--- src/sv/met_pkg.sv ---
// ============================================================================
// met_pkg: shared types and constants for the escape-time engine
// fixed point formats, configuration layout, request payloads, control types
// ============================================================================
package met_pkg;

    // coordinate and fixed point formats
    localparam int COORD_BITS = 12;
    localparam int FRAC_BITS  = 28;
    localparam int WORD_BITS  = 32;
    localparam int PROD_BITS  = 2 * WORD_BITS;

    // escape threshold of 4.0 in the product format, if representable
    localparam bit          HAS_LIMIT = (2 * FRAC_BITS + 2) < PROD_BITS;
    localparam int          LIMIT_SH  = HAS_LIMIT ? (2 * FRAC_BITS + 2) : 0;
    localparam logic [63:0] MAG_LIMIT = 64'd1 << LIMIT_SH;

    // configuration register indexes
    localparam int CFG_IDX_BITS = 3;
    localparam logic [CFG_IDX_BITS-1:0] CFG_MAX_ITERS = 3'd0;
    localparam logic [CFG_IDX_BITS-1:0] CFG_X_LEFT    = 3'd1;
    localparam logic [CFG_IDX_BITS-1:0] CFG_X_STEP    = 3'd2;
    localparam logic [CFG_IDX_BITS-1:0] CFG_Y_LOWER   = 3'd3;
    localparam logic [CFG_IDX_BITS-1:0] CFG_Y_STEP    = 3'd4;

    // configuration reset values
    localparam logic [15:0]        RST_MAX_ITERS = 16'd256;
    localparam logic signed [31:0] RST_X_LEFT    = -32'sd536870912;
    localparam logic signed [31:0] RST_X_STEP    = 32'sd1048576;
    localparam logic signed [31:0] RST_Y_LOWER   = -32'sd536870912;
    localparam logic signed [31:0] RST_Y_STEP    = 32'sd1048576;

    typedef struct packed {
        logic [15:0]        max_iters;
        logic signed [31:0] x_left;
        logic signed [31:0] x_step;
        logic signed [31:0] y_lower;
        logic signed [31:0] y_step;
    } t_cfg;

    // request payloads
    typedef struct packed {
        logic [11:0] column;
        logic [11:0] pixel_row;
    } t_in_item;

    typedef struct packed {
        logic [11:0] out_column;
        logic [11:0] out_row;
        logic [15:0] escape_count;
    } t_out_item;

    // controller states
    typedef enum logic [2:0] {
        S_IDLE,
        S_MAP_MUL,
        S_MAP_ADD,
        S_SQUARE,
        S_STEP,
        S_EMIT
    } t_state;

    // controller to datapath commands
    typedef struct packed {
        logic load;
        logic map_mul;
        logic map_add;
        logic square;
        logic step;
        logic emit;
    } t_dp_cmd;

    // datapath to controller status
    typedef struct packed {
        logic escape;
        logic at_limit;
        logic out_free;
    } t_dp_stat;

    // saturate a wide signed value to a 32-bit word
    function automatic logic signed [31:0] sat32(input logic signed [65:0] v);
        logic signed [31:0] r;
        if ((&v[65:31]) || !(|v[65:31])) begin
            r = v[31:0];
        end else if (v[65]) begin
            r = 32'sh8000_0000;
        end else begin
            r = 32'sh7fff_ffff;
        end
        return r;
    endfunction

endpackage

--- src/sv/met_cfg_regs.sv ---
// ============================================================================
// met_cfg_regs: configuration register bank
// write-only registers for iteration limit and plane mapping
// ============================================================================
module met_cfg_regs import met_pkg::*; (
    input  logic                    i_clk,
    input  logic                    i_rst_n,
    input  logic                    i_cfg_we,
    input  logic [CFG_IDX_BITS-1:0] i_cfg_index,
    input  logic [31:0]             i_cfg_wdata,
    output t_cfg                    o_cfg
);

    t_cfg r_cfg;
    t_cfg n_cfg;

    // register decode, unknown indexes are ignored
    always_comb begin
        n_cfg = r_cfg;
        if (i_cfg_we) begin
            unique case (i_cfg_index)
                CFG_MAX_ITERS: n_cfg.max_iters = i_cfg_wdata[15:0];
                CFG_X_LEFT:    n_cfg.x_left    = i_cfg_wdata;
                CFG_X_STEP:    n_cfg.x_step    = i_cfg_wdata;
                CFG_Y_LOWER:   n_cfg.y_lower   = i_cfg_wdata;
                CFG_Y_STEP:    n_cfg.y_step    = i_cfg_wdata;
                default:       n_cfg = r_cfg;
            endcase
        end
    end

    always_ff @(posedge i_clk) begin
        if (!i_rst_n) begin
            r_cfg.max_iters <= RST_MAX_ITERS;
            r_cfg.x_left    <= RST_X_LEFT;
            r_cfg.x_step    <= RST_X_STEP;
            r_cfg.y_lower   <= RST_Y_LOWER;
            r_cfg.y_step    <= RST_Y_STEP;
        end else begin
            r_cfg <= n_cfg;
        end
    end

    assign o_cfg = r_cfg;

endmodule

--- config.mk ---
export PLATFORM = sky130hd
export DESIGN_NAME = met_cfg_regs
export DESIGN_NICKNAME = d
export VERILOG_FILES = /design/src/sv/met_pkg.sv /design/src/sv/met_cfg_regs.sv
export SDC_FILE = /design/constraint.sdc
export NUM_CORES = 1
export LEC_CHECK = 0
export ABC_AREA = 1
export BUFFER_PORTS_ARGS = -buffer_cell sky130_fd_sc_hd__buf_2
export CAP_MARGIN = 20
export CORE_MARGIN = 4
export CORE_UTILIZATION = 35
export CTS_CLUSTER_SIZE = 40
export DETAILED_ROUTE_END_ITERATION = 16
export SLEW_MARGIN = 30
export SYNTH_ARGS = -nofsm -noshare
export SYNTH_HDL_FRONTEND = slang
export SYNTH_SLANG_ARGS = --single-unit
--- constraint.sdc ---
create_clock -name i_clk -period 1.1 [get_ports i_clk]
set_clock_uncertainty 0.1 [all_clocks]
set_input_delay 0.055 -clock i_clk [delete_from_list [all_inputs] [get_ports i_clk]]
set_output_delay 0.055 -clock i_clk [all_outputs]
set_load 0.01 [all_outputs]
---- After elaboration in Yosys (flattened, before gate mapping) ----
Index checks and enable logic that the tools add are counted.
Widths: inputs -> output; s select.
cells by class
  equality and inequality tests ........... 4
  reductions and logical operators ........ 6
operators with widths
  cell                number
  $reduce_and 2->1    5
  $eq 3x2->1 const B  2
  $eq 3x1->1 const B  1
  $eq 3x3->1 const B  1
  $logic_not 3->1     1
storage, ports and cells
  output and inout bits ................... 144
  word-level logic and storage cells ...... 15
  flip-flop bits (word level) ............. 144

---- Depth between registers and ports, before layout ----
Gate-level depths: netlist of the first run.
  depth in word-level cells ............... 2
  gate-level depth with buffers ........... 7
  gate-level depth less buffers ........... 5

---- Least setup slack after synthesis of the first run ----
No wires, ideal clock.
  path kind ............................... input to register
  from .................................... in i_rst_n
  to ...................................... reg r_cfg (netlist bit o_cfg[100])
  stages on the path ...................... 5
  required time ........................... 0.936 ns
  setup time .............................. 0.064 ns
  setup slack ............................. 0.140 ns
  arrival time ............................ 0.796 ns
  path buffers ............................ 3
  cell sequence ........................... buf_2 > buf_2 > buf_1 > nand2_1 > nor2_1
RTL lines
  element               line                text
  from (decl)           met_cfg_regs.sv:7   input logic i_rst_n,
  to (signal assigned)  met_cfg_regs.sv:40  r_cfg <= n_cfg;
  to (decl)             met_cfg_regs.sv:14  t_cfg r_cfg;

---- Worst setup path after layout of the first run ----
  from .................................... reg r_cfg (netlist bit o_cfg[98])
  to ...................................... out o_cfg[98] in the netlist's numbering
RTL lines
  element    line                text
  to (decl)  met_cfg_regs.sv:11  output t_cfg o_cfg
No word-level cell between the ends.

==> impl_metrics.json, run 1 <==
{
  "status": "finished clean",
  "period_share_pct": 97.3,
  "p_leak_nw": 3.93,
  "crit_chain": "buf_2",
  "synth_area_leaders": "dfxtp_1 (51%), nor2_1 (18%), nand3_1 (13%)",
  "syn_inst": 825,
  "via_per_inst": 4.56,
  "yosys_warnings": 0,
  "wl_um": 18300,
  "largest_reg_flops": 144,
  "cp-start-kind": "register",
  "crit_family": "flip-flops",
  "drc": 0,
  "nets": 1071,
  "drv_cap": 0,
  "irDropWorstVdd_v": 0.00106,
  "yosys.area.top_type_share_pct": 50.7,
  "tns_ns": 0,
  "cts_max_level": 4,
  "pin_count": 182,
  "clock_latency_ns": 0.41,
  "dpl.hpwl_um": 12300,
  "clock.fmax_mhz": 934,
  "ys_types": 13,
  "cp_num_cells": 1,
  "cp.arrival_ns": 0.92,
  "syn_area_um2": 5690,
  "setup_viol": 0,
  "overflow": 0,
  "finalHoldViolations": 0,
  "dr_total_vias": 5764,
  "cts.sinks": 144,
  "start_util_pct": 35.8,
  "slowest_delay_ns": 0.36,
  "syn_nets": 863,
  "place_inst": 1196,
  "clockBufferDepth": 2,
  "dieArea_um2": 18400,
  "fin_cells": 1263,
  "period_minus_slack_ns": 1.07,
  "antenna_left": 0,
  "cts_tree": "done",
  "yosys.area.top_type": "dfxtp_1",
  "numCtsBuffers": 17,
  "cts_setup_buffers": 0,
  "worstSetupEndpointType": "output port",
  "drt-initial-drc-count": 332,
  "routedWlPerCell_um": 14.5,
  "avgSynthCellArea_um2": 6.90,
  "dr.pass1.iters": 5,
  "cp_slowest_cell": "dfxtp_1",
  "synth-seq-area-share_pct": 50.7,
  "antenna_found_initial": 2,
  "rr_worst_depth": 2,
  "grt_max_degree": 64,
  "ys_ff_latch": 144,
  "mostFrequentLayoutCells": "nor2_1 (270), buf_2 (175), nand2_1 (162), nand3_1 (144), dfxtp_1 (130)",
  "rows": 46,
  "io_buffers": 181,
  "area_delta_synth_final_pct": 40.8,
  "power.total_mw": 12.5,
  "die_w_um": 136,
  "hold_depth": 6,
  "clkTransAtPathRegs_ns": 0.06,
  "routabilityCongestion": 0.777,
  "fp.coreArea_um2": 15900,
  "timing.hold.ws_ns": 0.119,
  "drive_above_1_share_pct": 25.7,
  "grt_pass1_vias": 5358,
  "grt_usage_pct": 19.9,
  "die_y_um": 136,
  "cp_max_fo": 2,
  "cts_root_buf": "clkbuf_16",
  "critPathKind": "reg -> out",
  "worst_slew_pin_slew_ns": 0.344,
  "path_buf_inv": 1,
  "hold_class": "in -> reg",
  "slew_viol_final": 0,
  "rsz0062_at_grt": "no",
  "layout_commonest_cell": "nor2_1",
  "crit_required_ns": 0.94,
  "grt_pass1_wl_um": 28800,
  "power_density_nw_per_um2": 1570,
  "slew-limit-headroom_pct": 77.0
}
-- final timing paths --
kind / startpoint / to / slack (ns)
hold / removal: i_cfg_index[0] / o_cfg[140] / 0.12
setup reg to reg: o_cfg[34] / o_cfg[34] / 0.40
setup / recovery: o_cfg[98] / o_cfg[98] / 0.03
hold reg to reg: o_cfg[125] / o_cfg[125] / 0.36
-- cell families after synthesis --
family,count (synthesis),synth area share [%]
flip-flops,144,50.7
AO/OA/AOI/OAI,1,0.0879
buffers and inverters,95,7.19
AND/OR/NAND/NOR,585,42.1
-- synthesized netlist by cell type (all sizes together) --
cell	count
clkbuf	13
dfxtp	144
nand3	144
o21ai	1
nor2	279
inv	38
nand2	162
buf	44
-- layer usage --
metal / vias to the layer above / GRT usage, % / wire length (µm)
li1: 2970 / - / -
met4: 0 / 5.43 / 220
met3: 15 / 6.32 / 1280
met5: - / 0 / 0
met1: 2608 / 27.0 / 8610
met2: 171 / 30.8 / 8230
-- power by group --
| group | internal (mW) | switching, mW |
|---|---|---|
| Sequential | 5.40 | 0.0961 |
| Clock | 3.41 | 2.19 |
| Combinational | 0.584 | 0.857 |
| Total | 9.40 | 3.14 |
-- layout make-up --
| cell class | instances | area [µm²] |
|---|---|---|
| tap | 216 | 270 |
| sequential | 144 | 2900 |
| timing repair buffer | 246 | 1680 |
| multi-input combinational | 586 | 2440 |
| clock buffer | 19 | 453 |
| inverter | 38 | 143 |
| fill | 1663 | 7870 |
| clock inverter | 12 | 118 |
| antenna | 2 | 5.00 |
-- stage by stage --
step	util, %	instance area [µm²]	setup slack (ns)
2_1_floorplan	-	5690	0.140
3_3_place_gp	44.4	7060	-0.0516
3_5_place_dp	44.4	7060	-0.110
4_1_cts	50.2	7970	0.00180
5_1_grt	50.4	8010	0.000366
6_report	50.4	8010	0.0293
-- worst reg2reg max path, stage by stage, from the launching register on --
cell	delay (ns)
dfxtp_2	0.33
nor2_1	0.11
nor2_1	0.06
-- what timing repair did --
action / 4_1_cts / 5_1_grt
endpoints found under the hold margin: 141 / 0
setup endpoints to repair: 2 / 15
cloned: 0 / 0
gates resized for setup: 2 / 17
hold buffers: 34 / 0
Note: power is estimated with default switching activity, not from simulation.
==> run 2, diff against run 1 <==
--- a/config.mk
+++ b/config.mk
@@ -12,6 +12,7 @@
 export CORE_UTILIZATION = 35
 export CTS_CLUSTER_SIZE = 40
 export DETAILED_ROUTE_END_ITERATION = 16
+export SETUP_SLACK_MARGIN = 0.3
 export SLEW_MARGIN = 30
 export SYNTH_ARGS = -nofsm -noshare
 export SYNTH_HDL_FRONTEND = slang
==> run 2 against run 1 <==
- the flow now finishes with violations (negative hold slack)
- die area did not move
- sequential power up 1%
- clock power increased by 19%
==> impl_metrics.json, run 2 (synthesis gave the netlist of run 1 again) <==
{
  "hold_depth": 3,
  "largest_reg_flops": 144,
  "nets": 1050,
  "pin_count": 182,
  "worstSetupEndpointType": "output port",
  "cts_root_buf": "clkbuf_16",
  "cp.arrival_ns": 0.90,
  "tns_ns": 0,
  "critPathKind": "reg -> out",
  "cp_max_fo": 2,
  "status": "finished with violations",
  "fp.coreArea_um2": 15900,
  "dieArea_um2": 18400,
  "antenna_left": 0,
  "area_delta_synth_final_pct": 60.0,
  "ff_latch_area_um2": 3070,
  "wl_um": 19000,
  "worst_slew_pin_slew_ns": 0.269,
  "rows": 46,
  "dpl.hpwl_um": 12200,
  "p_leak_nw": 4.12,
  "period_share_pct": 95.5,
  "irDropWorstVdd_v": 0.00102,
  "die_w_um": 136,
  "power_density_nw_per_um2": 1520,
  "start_util_pct": 35.8,
  "place_inst": 1193,
  "timing.critical_path.from": "o_cfg[36]",
  "failed_checks": "negative hold slack",
  "slew-limit-headroom_pct": 82.0,
  "slew_viol_final": 0,
  "dr.pass1.iters": 5,
  "dr_total_vias": 5826,
  "numCtsBuffers": 17,
  "clock.fmax_mhz": 952,
  "clockBufferDepth": 2,
  "grt_pass1_wl_um": 29500,
  "clkTransAtPathRegs_ns": 0.06,
  "period_minus_slack_ns": 1.05,
  "grt_pass1_vias": 5566,
  "placed_cell_area_um2": 7150,
  "cts.sinks": 144,
  "crit_family": "flip-flops",
  "routedWlPerCell_um": 15.3,
  "path_buf_inv": 1,
  "routabilityCongestion": 0.771,
  "drive_above_1_share_pct": 41.1,
  "setup_viol": 0,
  "power.total_mw": 13.9,
  "fin_area_um2": 9100,
  "hold_class": "in -> reg",
  "rr_worst_depth": 3,
  "layout_commonest_cell": "nor2_1",
  "slowest_delay_ns": 0.36,
  "die_y_um": 136,
  "grt_max_degree": 52,
  "finalHoldViolations": 108,
  "rsz0062_at_grt": "yes",
  "drt-initial-drc-count": 394,
  "crit_required_ns": 0.94,
  "mostFrequentLayoutCells": "nor2_1 (266), nand2_1 (161), buf_6 (148), dfxtp_2 (143), nand3_1 (136)",
  "via_per_inst": 4.70,
  "io_buffers": 181,
  "grt_usage_pct": 20.6,
  "cp_num_cells": 1,
  "antennaDiodeCount": 0,
  "fin_cells": 1240,
  "multi_input_area_um2": 2520,
  "cts_max_level": 4,
  "cts_tree": "done",
  "clock_latency_ns": 0.42,
  "drv_cap": 0,
  "antenna_found_initial": 2,
  "overflow": 0,
  "cp-start-kind": "register",
  "r2r-start": "o_cfg[15]",
  "cp_slowest_cell": "dfxtp_2",
  "nFillCells": 1486,
  "hold_start": "i_rst_n",
  "drc": 0,
  "crit_chain": "buf_6",
  "timing.hold.ws_ns": -0.138
}
-- run 2: worst paths after layout --
path                endpoint  slack [ns]
setup / recovery   o_cfg[36]        0.05
hold / removal    o_cfg[107]       -0.14
hold reg to reg    o_cfg[63]        0.37
setup reg to reg   o_cfg[15]        0.31
-- run 2: area by class of cell --
type,instances,area share [%]
clock inverter,11,2.60
multi-input combinational,586,27.6
clock buffer,20,4.80
timing repair buffer,225,26.7
inverter,38,1.65
tap,216,2.97
sequential,144,33.7
-- run 2: report_power, final --
group	switching, mW	internal [mW]
combinational	0.882	0.760
sequential	0.143	5.44
clock	2.18	4.46
-- run 2: what timing repair did --
| item | 4_1_cts | 5_1_grt |
|---|---|---|
| resized for setup | 290 | 18 |
| buffers inserted | 3 | 7 |
| hold endpoints to repair | 142 | 66 |
| hold buffers | 5 | 1 |
| cloned | 0 | 1 |
| pin swaps | 0 | 5 |
| setup endpoints to repair | 144 | 159 |
-- run 2: layer usage --
layer  vias to the layer above  routed length (µm)  global-route usage [%]
met5                         -                  26                       0
met4                         4                 302                    6.55
met3                        24                1450                    6.84
met2                       195                8830                    32.9
met1                      2672                8390                    26.4
li1                       2931                   -                       -
-- run 2: through the flow --
step,setup WS [ns],util (%)
after CTS,0.0369,56.5
after global routing,0.0254,57.3
final,0.0498,57.3
after floorplan,0.238,-
after detailed placement,-0.0677,45.0
after global placement,-0.0598,45.0
