## config.mk

```make
export PLATFORM = sky130hd
export DESIGN_NAME = met_ctrl
export DESIGN_NICKNAME = d
export VERILOG_FILES = /design/src/sv/met_pkg.sv /design/src/sv/met_ctrl.sv
export SDC_FILE = /design/constraint.sdc
export NUM_CORES = 1
export LEC_CHECK = 0
export BUFFER_PORTS_ARGS = -buffer_cell sky130_fd_sc_hd__buf_2
export CAP_MARGIN = 20
export CELL_PAD_IN_SITES_DETAIL_PLACEMENT = 0
export CELL_PAD_IN_SITES_GLOBAL_PLACEMENT = 1
export CORE_AREA = 2 2 39 41
export CTS_BUF_LIST = sky130_fd_sc_hd__clkbuf_16
export CTS_CLUSTER_DIAMETER = 50
export CTS_CLUSTER_SIZE = 30
export DETAILED_ROUTE_END_ITERATION = 8
export DIE_AREA = 0 0 41 43
export GPL_ROUTABILITY_DRIVEN = 0
export PLACE_DENSITY_LB_ADDON = 0.1
export SLEW_MARGIN = 20
export SYNTH_ARGS = -nofsm -noshare
export SYNTH_HDL_FRONTEND = slang
export SYNTH_SLANG_ARGS = --single-unit
```

## constraint.sdc

```tcl
create_clock -name i_clk -period 1.18 [get_ports i_clk]
set_input_delay 0 -clock i_clk [delete_from_list [all_inputs] [get_ports i_clk]]
set_output_delay 0 -clock i_clk [all_outputs]
set_load 0.05 [all_outputs]
```

## src/sv/met_pkg.sv

```systemverilog
// ============================================================================
// met_pkg: shared types and constants for the escape-time engine
// fixed point formats, configuration layout, request payloads, control types
// ============================================================================
package met_pkg;

    // coordinate and fixed point formats
    localparam int COORD_BITS = 12;
    localparam int FRAC_BITS  = 28;
    localparam int WORD_BITS  = 32;
    localparam int PROD_BITS  = 2 * WORD_BITS;

    // escape threshold of 4.0 in the product format, if representable
    localparam bit          HAS_LIMIT = (2 * FRAC_BITS + 2) < PROD_BITS;
    localparam int          LIMIT_SH  = HAS_LIMIT ? (2 * FRAC_BITS + 2) : 0;
    localparam logic [63:0] MAG_LIMIT = 64'd1 << LIMIT_SH;

    // configuration register indexes
    localparam int CFG_IDX_BITS = 3;
    localparam logic [CFG_IDX_BITS-1:0] CFG_MAX_ITERS = 3'd0;
    localparam logic [CFG_IDX_BITS-1:0] CFG_X_LEFT    = 3'd1;
    localparam logic [CFG_IDX_BITS-1:0] CFG_X_STEP    = 3'd2;
    localparam logic [CFG_IDX_BITS-1:0] CFG_Y_LOWER   = 3'd3;
    localparam logic [CFG_IDX_BITS-1:0] CFG_Y_STEP    = 3'd4;

    // configuration reset values
    localparam logic [15:0]        RST_MAX_ITERS = 16'd256;
    localparam logic signed [31:0] RST_X_LEFT    = -32'sd536870912;
    localparam logic signed [31:0] RST_X_STEP    = 32'sd1048576;
    localparam logic signed [31:0] RST_Y_LOWER   = -32'sd536870912;
    localparam logic signed [31:0] RST_Y_STEP    = 32'sd1048576;

    typedef struct packed {
        logic [15:0]        max_iters;
        logic signed [31:0] x_left;
        logic signed [31:0] x_step;
        logic signed [31:0] y_lower;
        logic signed [31:0] y_step;
    } t_cfg;

    // request payloads
    typedef struct packed {
        logic [11:0] column;
        logic [11:0] pixel_row;
    } t_in_item;

    typedef struct packed {
        logic [11:0] out_column;
        logic [11:0] out_row;
        logic [15:0] escape_count;
    } t_out_item;

    // controller states
    typedef enum logic [2:0] {
        S_IDLE,
        S_MAP_MUL,
        S_MAP_ADD,
        S_SQUARE,
        S_STEP,
        S_EMIT
    } t_state;

    // controller to datapath commands
    typedef struct packed {
        logic load;
        logic map_mul;
        logic map_add;
        logic square;
        logic step;
        logic emit;
    } t_dp_cmd;

    // datapath to controller status
    typedef struct packed {
        logic escape;
        logic at_limit;
        logic out_free;
    } t_dp_stat;

    // saturate a wide signed value to a 32-bit word
    function automatic logic signed [31:0] sat32(input logic signed [65:0] v);
        logic signed [31:0] r;
        if ((&v[65:31]) || !(|v[65:31])) begin
            r = v[31:0];
        end else if (v[65]) begin
            r = 32'sh8000_0000;
        end else begin
            r = 32'sh7fff_ffff;
        end
        return r;
    endfunction

endpackage

```

## src/sv/met_ctrl.sv

```systemverilog
// ============================================================================
// met_ctrl: sequencing state machine
// steps one pixel through mapping, iteration and hand-off to the output
// ============================================================================
module met_ctrl import met_pkg::*; (
    input  logic     i_clk,
    input  logic     i_rst_n,
    input  logic     i_in_valid,
    input  t_dp_stat i_stat,
    output t_dp_cmd  o_cmd,
    output logic     o_in_stall
);

    t_state r_state;
    t_state n_state;

    // next state
    always_comb begin
        n_state = r_state;
        unique case (r_state)
            S_IDLE:    if (i_in_valid) begin
                n_state = S_MAP_MUL;
            end
            S_MAP_MUL: n_state = S_MAP_ADD;
            S_MAP_ADD: n_state = S_SQUARE;
            S_SQUARE:  n_state = S_STEP;
            S_STEP:    if (i_stat.escape || i_stat.at_limit) begin
                n_state = S_EMIT;
            end else begin
                n_state = S_SQUARE;
            end
            S_EMIT:    if (i_stat.out_free) begin
                n_state = S_IDLE;
            end
            default:   n_state = S_IDLE;
        endcase
    end

    // command outputs
    always_comb begin
        o_cmd      = '0;
        o_in_stall = 1'b1;
        unique case (r_state)
            S_IDLE: begin
                o_in_stall = 1'b0;
                o_cmd.load = i_in_valid;
            end
            S_MAP_MUL: o_cmd.map_mul = 1'b1;
            S_MAP_ADD: o_cmd.map_add = 1'b1;
            S_SQUARE:  o_cmd.square  = 1'b1;
            S_STEP:    o_cmd.step    = !(i_stat.escape || i_stat.at_limit);
            S_EMIT:    o_cmd.emit    = i_stat.out_free;
            default:   o_cmd         = '0;
        endcase
    end

    always_ff @(posedge i_clk) begin
        if (!i_rst_n) begin
            r_state <= S_IDLE;
        end else begin
            r_state <= n_state;
        end
    end

endmodule

```

Word level (Yosys, flattened, before mapping)
Index checks and enable logic that the tools add are counted.
{"block": "op_classes", "addsub": 0, "multipliers": 0, "div_mod_pow": 0, "magnitude_cmp": 0, "n_eq_ne": 7, "shift": 0, "muxes": 11, "bitwise": 0, "n_reduce_logical": 4}
{"operator": "3-bit case mux with 6 select lines", "count": 1}
{"operator": "3-bit two-way mux", "count": 3}
{"operator": "1-bit two-way mux", "count": 7}
{"operator": "3-bit by 2-bit equality test with 1-bit output, second input constant", "count": 2}
{"operator": "3-bit equality test, second input constant", "count": 2}
{"operator": "2-bit != test, second input constant", "count": 2}
{"operator": "3-bit by 1-bit equality test with 1-bit output, second input constant", "count": 1}
{"operator": "3-bit logical NOT", "count": 1}
{"operator": "2-bit AND reduction", "count": 1}
{"operator": "1-bit logical NOT", "count": 1}
{"operator": "1-bit logical OR", "count": 1}
{"block": "word_totals", "reg_bits": 3, "latch_bits": 0, "mem_bits_rw": 0, "romBits": 0, "in_bits": 6, "output_inout_bits": 7, "mem_count": 0}

Depth between registers and ports, before layout
Gate-level depths: netlist of the first run.
{"block": "logic_depth", "depth_word": 3, "depth_mapped": 4, "ltp_nobuf": 3}

Least setup slack after synthesis of the first run
Ideal clock, no wire load.
{"block": "synth_timing", "path_type": "register -> output", "startpoint": "register r_state[0]", "endpoint": "output port o_cmd[4] (netlist bit)", "arrival_ps": 1711, "slack_ps": -531, "stages_incl_launch_ff": 3, "path_cell_list": "dfxtp_1 > clkbuf_1 > nor3b_1"}
{"item": "from (decl)", "line_no": "met_ctrl.sv:14", "rtl": "t_state r_state;"}
{"item": "from (signal assigned)", "line_no": "met_ctrl.sv:61", "rtl": "r_state <= n_state;"}
{"item": "to (decl)", "line_no": "met_ctrl.sv:10", "rtl": "output t_dp_cmd o_cmd,"}

==> impl_metrics.tcl, run 1 <==
set metrics [dict create \
    status "completed" \
    yosys.area_share.simple 0.5082 \
    cp.required_ns 1.18 \
    p_per_area_mw_per_mm2 1890 \
    synth_top_family_by_area "simple AND/OR/NAND/NOR gates" \
    start_util 0.1655 \
    hold_path.class "in -> reg" \
    dr_total_vias 261 \
    r2r-start "r_state[1]$_SDFFE_PN0P_" \
    reg2reg_slack_ns 0.15 \
    wl_um 651 \
    die_height_um 43 \
    min_period_ns 1.144 \
    relSlewSlack 0.8258 \
    leakagePower_nw 0.2063 \
    cts_made_buffers 3 \
    met3_usage 0.02094 \
    ys_types 20 \
    rsz0062_at_grt "false" \
    routed_via_density 4.350 \
    antenna_found_initial 0 \
    synthAdderAreaFrac 0 \
    crit_chain "buf_4 > nor2_4 > and3_2 > buf_8" \
    rows 14 \
    critical_path.max_fanout 5 \
    slowest_delay_ns 0.34 \
    wire_per_inst_um 10.85 \
    grt_max_degree 11 \
    first_pass_iters 2 \
    die_x_um 41 \
    synthMuxAreaShare 0 \
    die-area_mm2 0.001763 \
    area_growth_pct 99.45 \
    post-route-period-util 0.9692 \
    grt_overflow_total 0 \
    drc_errors 0 \
    finalHoldViolations 0 \
    crit_path_start "r_state[1]$_SDFFE_PN0P_" \
    port_buffers 12 \
    worstMarginPinSlew_ns 0.2590 \
    nets 51 \
    htreeDepth 1 \
    grt_util_met2 0.1125 \
    synth-xor-area-share 0 \
    clock-sinks 3 \
    grt_pass1_wl_mm 1.007 \
    cp.buffers_inverters 2 \
    io_pins 13 \
    use_met1 0.1061 \
    reg_top3 "r_state: 3 flops" \
    clockBufferDepth 2 \
    cts_root_buf "clkbuf_16" \
    fin_skew_ns 0.001898 \
    cts_setup_buffers 0 \
    cts.hold.buffers_added 0 \
    initialDrtViolationCount 1 \
    final_util 0.3300 \
    final_common_cell "buf_2" \
    syn_nets 33 \
    setup_viol 0 \
    synth_seq_cells 3 \
    fin_setup_tns_ns 0 \
    yosysSeqAreaShare 0.2623 \
    maxSlewViolCount 0 \
    worstSetupStartpointType "flop" \
    max_cap_violations 0 \
    hpwl_um 496 \
    syn_inst 27 \
    clk_latency_ns 0.23 \
    yosys_warnings 0 \
    worstPathArrival_ns 1.14 \
    slowest_stage "dfxtp_2" \
    synth_compound_area_frac 0.1475 \
    cp_top_family "flip-flops" \
    syn_area_per_cell_um2 8.480 \
    drive_gt1_frac 0.7273 \
    hold_start "i_rst_n" \
    grt.busiest_layer "met4" \
    hold_ws_ns 0.02433 \
    grt_usage 0.09137 \
    cts_tree "yes" \
    clkTransAtPathRegs_ns 0.03 \
    end_kind "output pin" \
    peakVddDrop_uv 465.2 \
    ant_nets 0 \
    worstSetupPathType "reg -> out" \
    diodes 0 \
    regMostFlops "r_state" \
    grt_pass1_vias 261 \
    largest_register_ffs 3 \
    layout_common_cells "buf_2 (7), buf_4 (6), clkbuf_16 (3), dfxtp_2 (3)" \
    syn_area_um2 229.0 \
    max_freq_ghz 0.8744 \
    coreArea_mm2 0.001384 \
]
[cell usage after synthesis]
| cell type | instances | area (um2) |
|---|---|---|
| and3_1 | 1 | 6.260 |
| nor3_1 | 2 | 10.01 |
| clkbuf_1 | 1 | 3.750 |
| o311a_1 | 1 | 10.01 |
| nor2_1 | 2 | 7.510 |
| nor3b_1 | 1 | 7.510 |
| nand2_1 | 2 | 7.510 |
| nor4b_2 | 1 | 15.01 |
| dfxtp_1 | 3 | 60.06 |
| o21ai_0 | 2 | 10.01 |
| nor4_2 | 1 | 12.51 |
| buf_6 | 1 | 11.26 |
| o31a_1 | 1 | 8.760 |
| nor2b_4 | 1 | 13.76 |
| and2_4 | 1 | 8.760 |
| inv_2 | 1 | 3.750 |
| and3_2 | 2 | 15.01 |
| nor4_1 | 1 | 6.260 |
| nor2b_1 | 1 | 6.260 |
| a21oi_1 | 1 | 5.000 |
[timing repair]
action	CTS	global route
resized for setup	11	4
pin swaps	0	0
setup endpoints to repair	7	2
[final cells by class]
class | count | area, um2
Inverter | 1 | 3.754
Tap cell | 16 | 20.02
Multi-Input combinational cell | 21 | 180.2
Clock inverter | 1 | 3.754
Sequential cell | 3 | 63.81
Timing Repair Buffer | 15 | 110.1
Fill cell | 151 | 927.1
Clock buffer | 3 | 75.07
[cell families after synthesis]
logic type	Yosys count
flops	3
compound gates	5
buf+inv	3
simple gates	16
[routing by layer]
layer  wire [um]  vias up
li1            -      133
met1         265      116
met2         306        8
met3          51        4
met4          28        0
met5           0        -
[metrics by stage]
stage,area (um2),worst slack (ns),total power (W),std cells
6_report,456.7,0.03639,0.0008629,60
5_1_grt,456.7,0.003874,0.0008904,60
4_1_cts,440.4,0.009113,0.0008618,60
3_5_place_dp,335.3,0.09680,0.0003037,56
3_3_place_gp,335.3,0.07686,0.0003057,56
2_1_floorplan,247.7,-0.06977,0.0002603,27
[where the power goes]
part           switching [W]  internal (W)
clock network       0.000101      0.000438
logic               0.000118     0.0000749
registers          0.0000189      0.000113
[path summary, 6_finish.rpt]
path / endpoint / depth (start not counted)
worst max-delay path: o_cmd[5] / 4
worst min-delay path: r_state[2]$_SDFFE_PN0P_ / 2
worst max register to register: r_state[0]$_SDFFE_PN0P_ / 4
worst min register to register: r_state[1]$_SDFFE_PN0P_ / 2
(Power assumes the default switching activity.)
==> run 2: changes to the inputs <==
- ABC_AREA: unset -> 1
==> run 2 against run 1 <==
- final cell count grew 22%
- sequential power grew 3%
- combinational power grew 10%
- first-iteration DRC count grew to 4.0 times the previous value
- critical path depth is the same
- clock power shrank 2%
- die area is the same
- sequential cell count is the same
- non-clock buffer count shrank 2
- worst hold slack gained 0.072 ns
- power grew 1.4%
- cell area shrank 6.8%
- critical path type unchanged
==> impl_metrics.tcl, run 2 <==
set metrics [dict create \
    post-route-period-util 0.9174 \
    hpwl_um 441.5 \
    grt_usage 0.08016 \
    syn_area_per_cell_um2 5.411 \
    drc_errors 0 \
    clockBufferDepth 2 \
    crit_path_start "r_state[1]$_SDFFE_PN0P_" \
    critical_path.max_fanout 6 \
    cts_root_buf "clkbuf_16" \
    antenna_found_initial 0 \
    relSlewSlack 0.8975 \
    largest_register_ffs 3 \
    ys_types 8 \
    syn_nets 46 \
    routed_via_density 3.740 \
    hold_start "i_stat[2]" \
    syn_inst 40 \
    max_freq_ghz 0.9238 \
    worstSetupPathType "reg -> out" \
    reg2reg_depth 5 \
    wire_per_inst_um 7.740 \
    sw_frac_of_total 0.2904 \
    pwr-share-comb 0.243 \
    fin_cells 73 \
    nets 64 \
    cts_tree "yes" \
    max_cap_violations 0 \
    fin_setup_tns_ns 0 \
    synth_top_area_cell "dfxtp_1" \
    coreArea_mm2 0.001384 \
    cts_setup_buffers 0 \
    synthArstFlopShare 0 \
    synth.top_cell.area_share 0.2775 \
    grt_max_degree 8 \
    maxSlewViolCount 0 \
    wl_um 565 \
    status "completed" \
    dpl.cell_count 68 \
    io_pins 13 \
    fin_skew_ns 0.002913 \
    yosysSeqAreaShare 0.2775 \
    synth_seq_cells 3 \
    leakagePower_nw 0.2594 \
    synth_common_cells "inv_1 (14), nand3_1 (7), nand2_1 (6)" \
    setup_viol 0 \
    power_w 0.0008754 \
    drive_gt1_frac 0.3684 \
    end_kind "output pin" \
    synth_edf_count 0 \
    yosys_warnings 0 \
    reg_top3 "r_state: 3 flops" \
    cp.required_ns 1.18 \
    min_period_ns 1.083 \
    synth_flop_cell "dfxtp_1" \
    grt_overflow_total 0 \
    dr_total_vias 273 \
    initialDrtViolationCount 4 \
    whs_path_depth 4 \
    finalHoldViolations 0 \
    die_height_um 43 \
    hold_path.class "in -> reg" \
    yosysMostFrequentCell "inv_1" \
    worstSetupStartpointType "flop" \
    grt_pass1_wl_um 917 \
    cts_made_buffers 3 \
    ant_nets 0 \
    die_x_um 41 \
    port_buffers 12 \
    worstPathArrival_ns 1.08 \
    yosys-top-cells-area "dfxtp_1 (28%), inv_1 (24%), nand3_1 (16%)" \
    rsz0062_at_grt "false" \
    clkPwrFrac 0.601 \
    area_growth_pct 96.53 \
    grt_pass1_vias 261 \
    die-area_mm2 0.001763 \
    final_common_cell "inv_1" \
    seq_power_share 0.156 \
    power.switching_w 0.0002542 \
    clock-sinks 3 \
    regMostFlops "r_state" \
    clk_latency_ns 0.22 \
    layout_common_cells "inv_1 (15), nand3_1 (7), nand2_1 (5), buf_2 (5), buf_4 (5)" \
    p_per_area_mw_per_mm2 2058 \
    r2r-start "r_state[2]$_SDFFE_PN0P_" \
    peakVddDrop_uv 925.7 \
    worstMarginPinSlew_ns 0.1535 \
    clkTransAtPathRegs_ns 0.03 \
    start_util 0.1564 \
    rows 14 \
    hold_ws_ns 0.09595 \
    first_pass_iters 2 \
    htreeDepth 1 \
    p_int_w 0.0006211 \
    syn_area_um2 216.5 \
    diodes 0 \
]
==> run 2: logic make-up after synthesis <==
group	Yosys count	synth area share
and+or+nand+nor	20	0.4104
buffers and inverters	14	0.2428
DFF	3	0.2775
AOI/OAI and AO/OA	3	0.06934
==> run 2: path summary, 6_finish.rpt <==
| path | to | slack, ns |
|---|---|---|
| min reg2reg | r_state[1]$_SDFFE_PN0P_ | 0.56 |
| max | o_cmd[5] | 0.1 |
| max reg2reg | r_state[1]$_SDFFE_PN0P_ | 0.27 |
| min | r_state[1]$_SDFFE_PN0P_ | 0.1 |
==> run 2: metal layers <==
metal / track usage / vias up / wire [um]
li1: - / 153 / -
met1: 0.08626 / 114 / 272
met2: 0.1188 / 6 / 268
met3: 0.04712 / 0 / 24
met4: 0.04000 / 0 / 0
met5: 0 / - / 0
==> run 2: cell type report <==
class / instances / area, um2
Clock buffer: 3 / 75.07
Clock inverter: 1 / 3.754
Fill cell: 164 / 958.4
Inverter: 14 / 52.55
Multi-Input combinational cell: 23 / 118.9
Sequential cell: 3 / 63.81
Tap cell: 16 / 20.02
Timing Repair Buffer: 13 / 91.34
==> run 2: power groups by stage <==
stage	Combinational [W]	Sequential (W)	Clock [W]
after floorplan	0.000155	0.000128	0
after global placement	0.000199	0.000133	0
after detailed placement	0.000196	0.000132	0
after CTS	0.000212	0.000134	0.000542
after global routing	0.000231	0.000139	0.000549
final	0.000213	0.000136	0.000526
==> run 2: what timing repair did <==
action | in CTS | in global routing
endpoints found under the hold margin | 1 | 0
hold buffers | 1 | 0
setup endpoints to repair | 5 | 7
gates resized for setup | 7 | 5
pin swaps | 0 | 1
gates cloned | 0 | 0
==> run 2: metrics by stage <==
step	util	area, um2	worst slack [ns]
global placement	0.2215	306.5	0.1468
finish	0.3074	425.4	0.09746
global route	0.3074	425.4	0.008624
floorplan	-	226.5	0.005769
detailed placement	0.2215	306.5	0.1761
CTS	0.3002	415.4	0.005864
==> run 2: critical path, cell delays in order, from the launching register on <==
cell	delay (ns)
dfxtp_2	0.34
nor2_4	0.15
nand2_2	0.08
nor2_4	0.09
buf_4	0.19
==> run 3: changes to the inputs <==
- GPL_TIMING_DRIVEN: unset -> 0
- clock period: 1.18 -> 0.9 ns (I/O delays scaled with it)
==> run 3 against run 2 <==
- critical endpoint is now o_cmd[1]
- the flow now finishes with violations (setup timing)
- cell area is 32% higher
- clock-buffer cell count stayed put
- largest cell class is now buffers
- worst setup slack worse by 0.30 ns
==> impl_metrics.tcl, run 3 (same netlist as run 2, synthesis figures left out) <==
set metrics [dict create \
    status "finished with violations" \
    violations "setup timing" \
    post-route-period-util 1.230 \
    cp_top_family "flip-flops" \
    drive_gt1_frac 0.5873 \
    layout_common_cells "inv_1 (11), nand2_1 (5), buf_2 (5), buf_6 (5)" \
    min_period_ns 1.107 \
    peakVddDrop_uv 1891 \
    die_x_um 41 \
    nets 70 \
    worstSetupPathType "reg -> out" \
    io_pins 13 \
    reg_top3 "r_state: 3 flops" \
    worstMarginPinSlew_ns 0.1580 \
    ant_nets 0 \
    max_cap_violations 0 \
    dr_total_vias 315 \
    worstSetupStartpointType "flop" \
    die_height_um 43 \
    cp.buffers_inverters 2 \
    area_growth_pct 160.1 \
    dpl.cell_count 68 \
    hpwl_um 462.1 \
    port_buffers 12 \
    grt_overflow_total 0 \
    grt_pass1_vias 291 \
    clockBufferDepth 2 \
    finalHoldViolations 0 \
    grt_max_degree 8 \
    leakagePower_nw 0.3053 \
    wl_um 685 \
    rsz0062_at_grt "true" \
    first_pass_iters 1 \
    slowest_stage "dfxtp_4" \
    critical_path.max_fanout 4 \
    clk_latency_ns 0.23 \
    grt_pass1_wl_mm 1.152 \
    hold_path.class "in -> reg" \
    start_util 0.1564 \
    cts_made_buffers 3 \
    setup_viol 9 \
    fin_cells 79 \
    maxSlewViolCount 0 \
    hold_ws_ns 0.1173 \
    end_kind "output pin" \
    regMostFlops "r_state" \
    fin_setup_tns_ns -1.092 \
    clock-sinks 3 \
    rows 14 \
    worstPathArrival_ns 1.11 \
    grt_usage 0.1043 \
    initialDrtViolationCount 0 \
    clkTransAtPathRegs_ns 0.03 \
    setup_ws_ns -0.2072 \
    routed_via_density 3.987 \
    crit_chain "nor2_4 > nand4_1 > inv_2 > buf_8" \
    final_util 0.4069 \
    p_per_area_mw_per_mm2 2283 \
    die-area_mm2 0.001763 \
    slowest_delay_ns 0.35 \
    max_freq_ghz 0.9032 \
    cts_root_buf "clkbuf_16" \
    final_common_cell "inv_1" \
    cts_tree "yes" \
    relSlewSlack 0.8946 \
    power_w 0.001286 \
    coreArea_mm2 0.001384 \
    antenna_found_initial 0 \
    drc_errors 0 \
    wire_per_inst_um 8.671 \
    diodes 0 \
    cp.required_ns 0.90 \
    largest_register_ffs 3 \
    htreeDepth 1 \
    fin_skew_ns 0.001965 \
]
## run 3: cell types whose count changed in the layout (fill, tap and decap cells not counted), moves of 3 or more
| cell | change |
|---|---|
| buf_6 | +4 |
| inv_1 | -4 |
| buf_8 | +4 |
| dfxtp_4 | +3 |
| nand3_2 | +3 |
| nand3_1 | -3 |
| dfxtp_2 | -3 |
| inv_2 | +3 |
## run 3: power by group
part	internal, W	total, W	switching, W
combinational	0.000170	0.000399	0.000229
clock	0.000574	0.000708	0.000134
sequential	0.000150	0.000178	0.0000287
total	0.000894	0.00129	0.000392
## run 3: cell type report
| cell class | count | area (um2) |
|---|---|---|
| multi-input cells | 23 | 153.9 |
| well taps | 16 | 20.02 |
| clock buffers | 3 | 75.07 |
| fillers | 149 | 820.8 |
| clock inverters | 1 | 3.754 |
| repair buffers | 19 | 181.4 |
| inverters | 14 | 57.56 |
| flip-flops and latches | 3 | 71.32 |
## run 3: routing by layer
metal,global-route usage,share of wire
met1,0.1250,0.43
met2,0.1375,0.50
met3,0.04712,0.034
met4,0.08000,0.032
met5,0,0
## run 3: metrics by stage
| stage | worst slack (ns) | area [um2] |
|---|---|---|
| final | -0.2072 | 563.0 |
| after global routing | -0.2556 | 563.0 |
| after CTS | -0.2301 | 521.8 |
| after detailed placement | -0.1484 | 324.1 |
| after global placement | -0.1887 | 324.1 |
| after floorplan | -0.07918 | 244.0 |
## run 3: what timing repair did
item	CTS	global route
resized for setup	31	5
endpoints found under the setup margin	10	10
setup buffers	3	3
hold buffers	1	0
pin swaps	4	6
hold endpoints to repair	1	0
## run 3: tightest hold or removal path, cell delays in order
cell     delay, ns
buf_2         0.09
nor2_1        0.05
a21oi_2       0.12
nor2_1        0.05
## run 3: final timing paths
path	startpoint	end	slack, ns	depth (start not counted)
worst max register to register	r_state[1]$_SDFFE_PN0P_	r_state[0]$_SDFFE_PN0P_	-0.13	5
worst min-delay path	i_stat[0]	r_state[0]$_SDFFE_PN0P_	0.12	4
worst max-delay path	r_state[1]$_SDFFE_PN0P_	o_cmd[1]	-0.21	4
worst min register to register	r_state[0]$_SDFFE_PN0P_	r_state[2]$_SDFFE_PN0P_	0.67	4
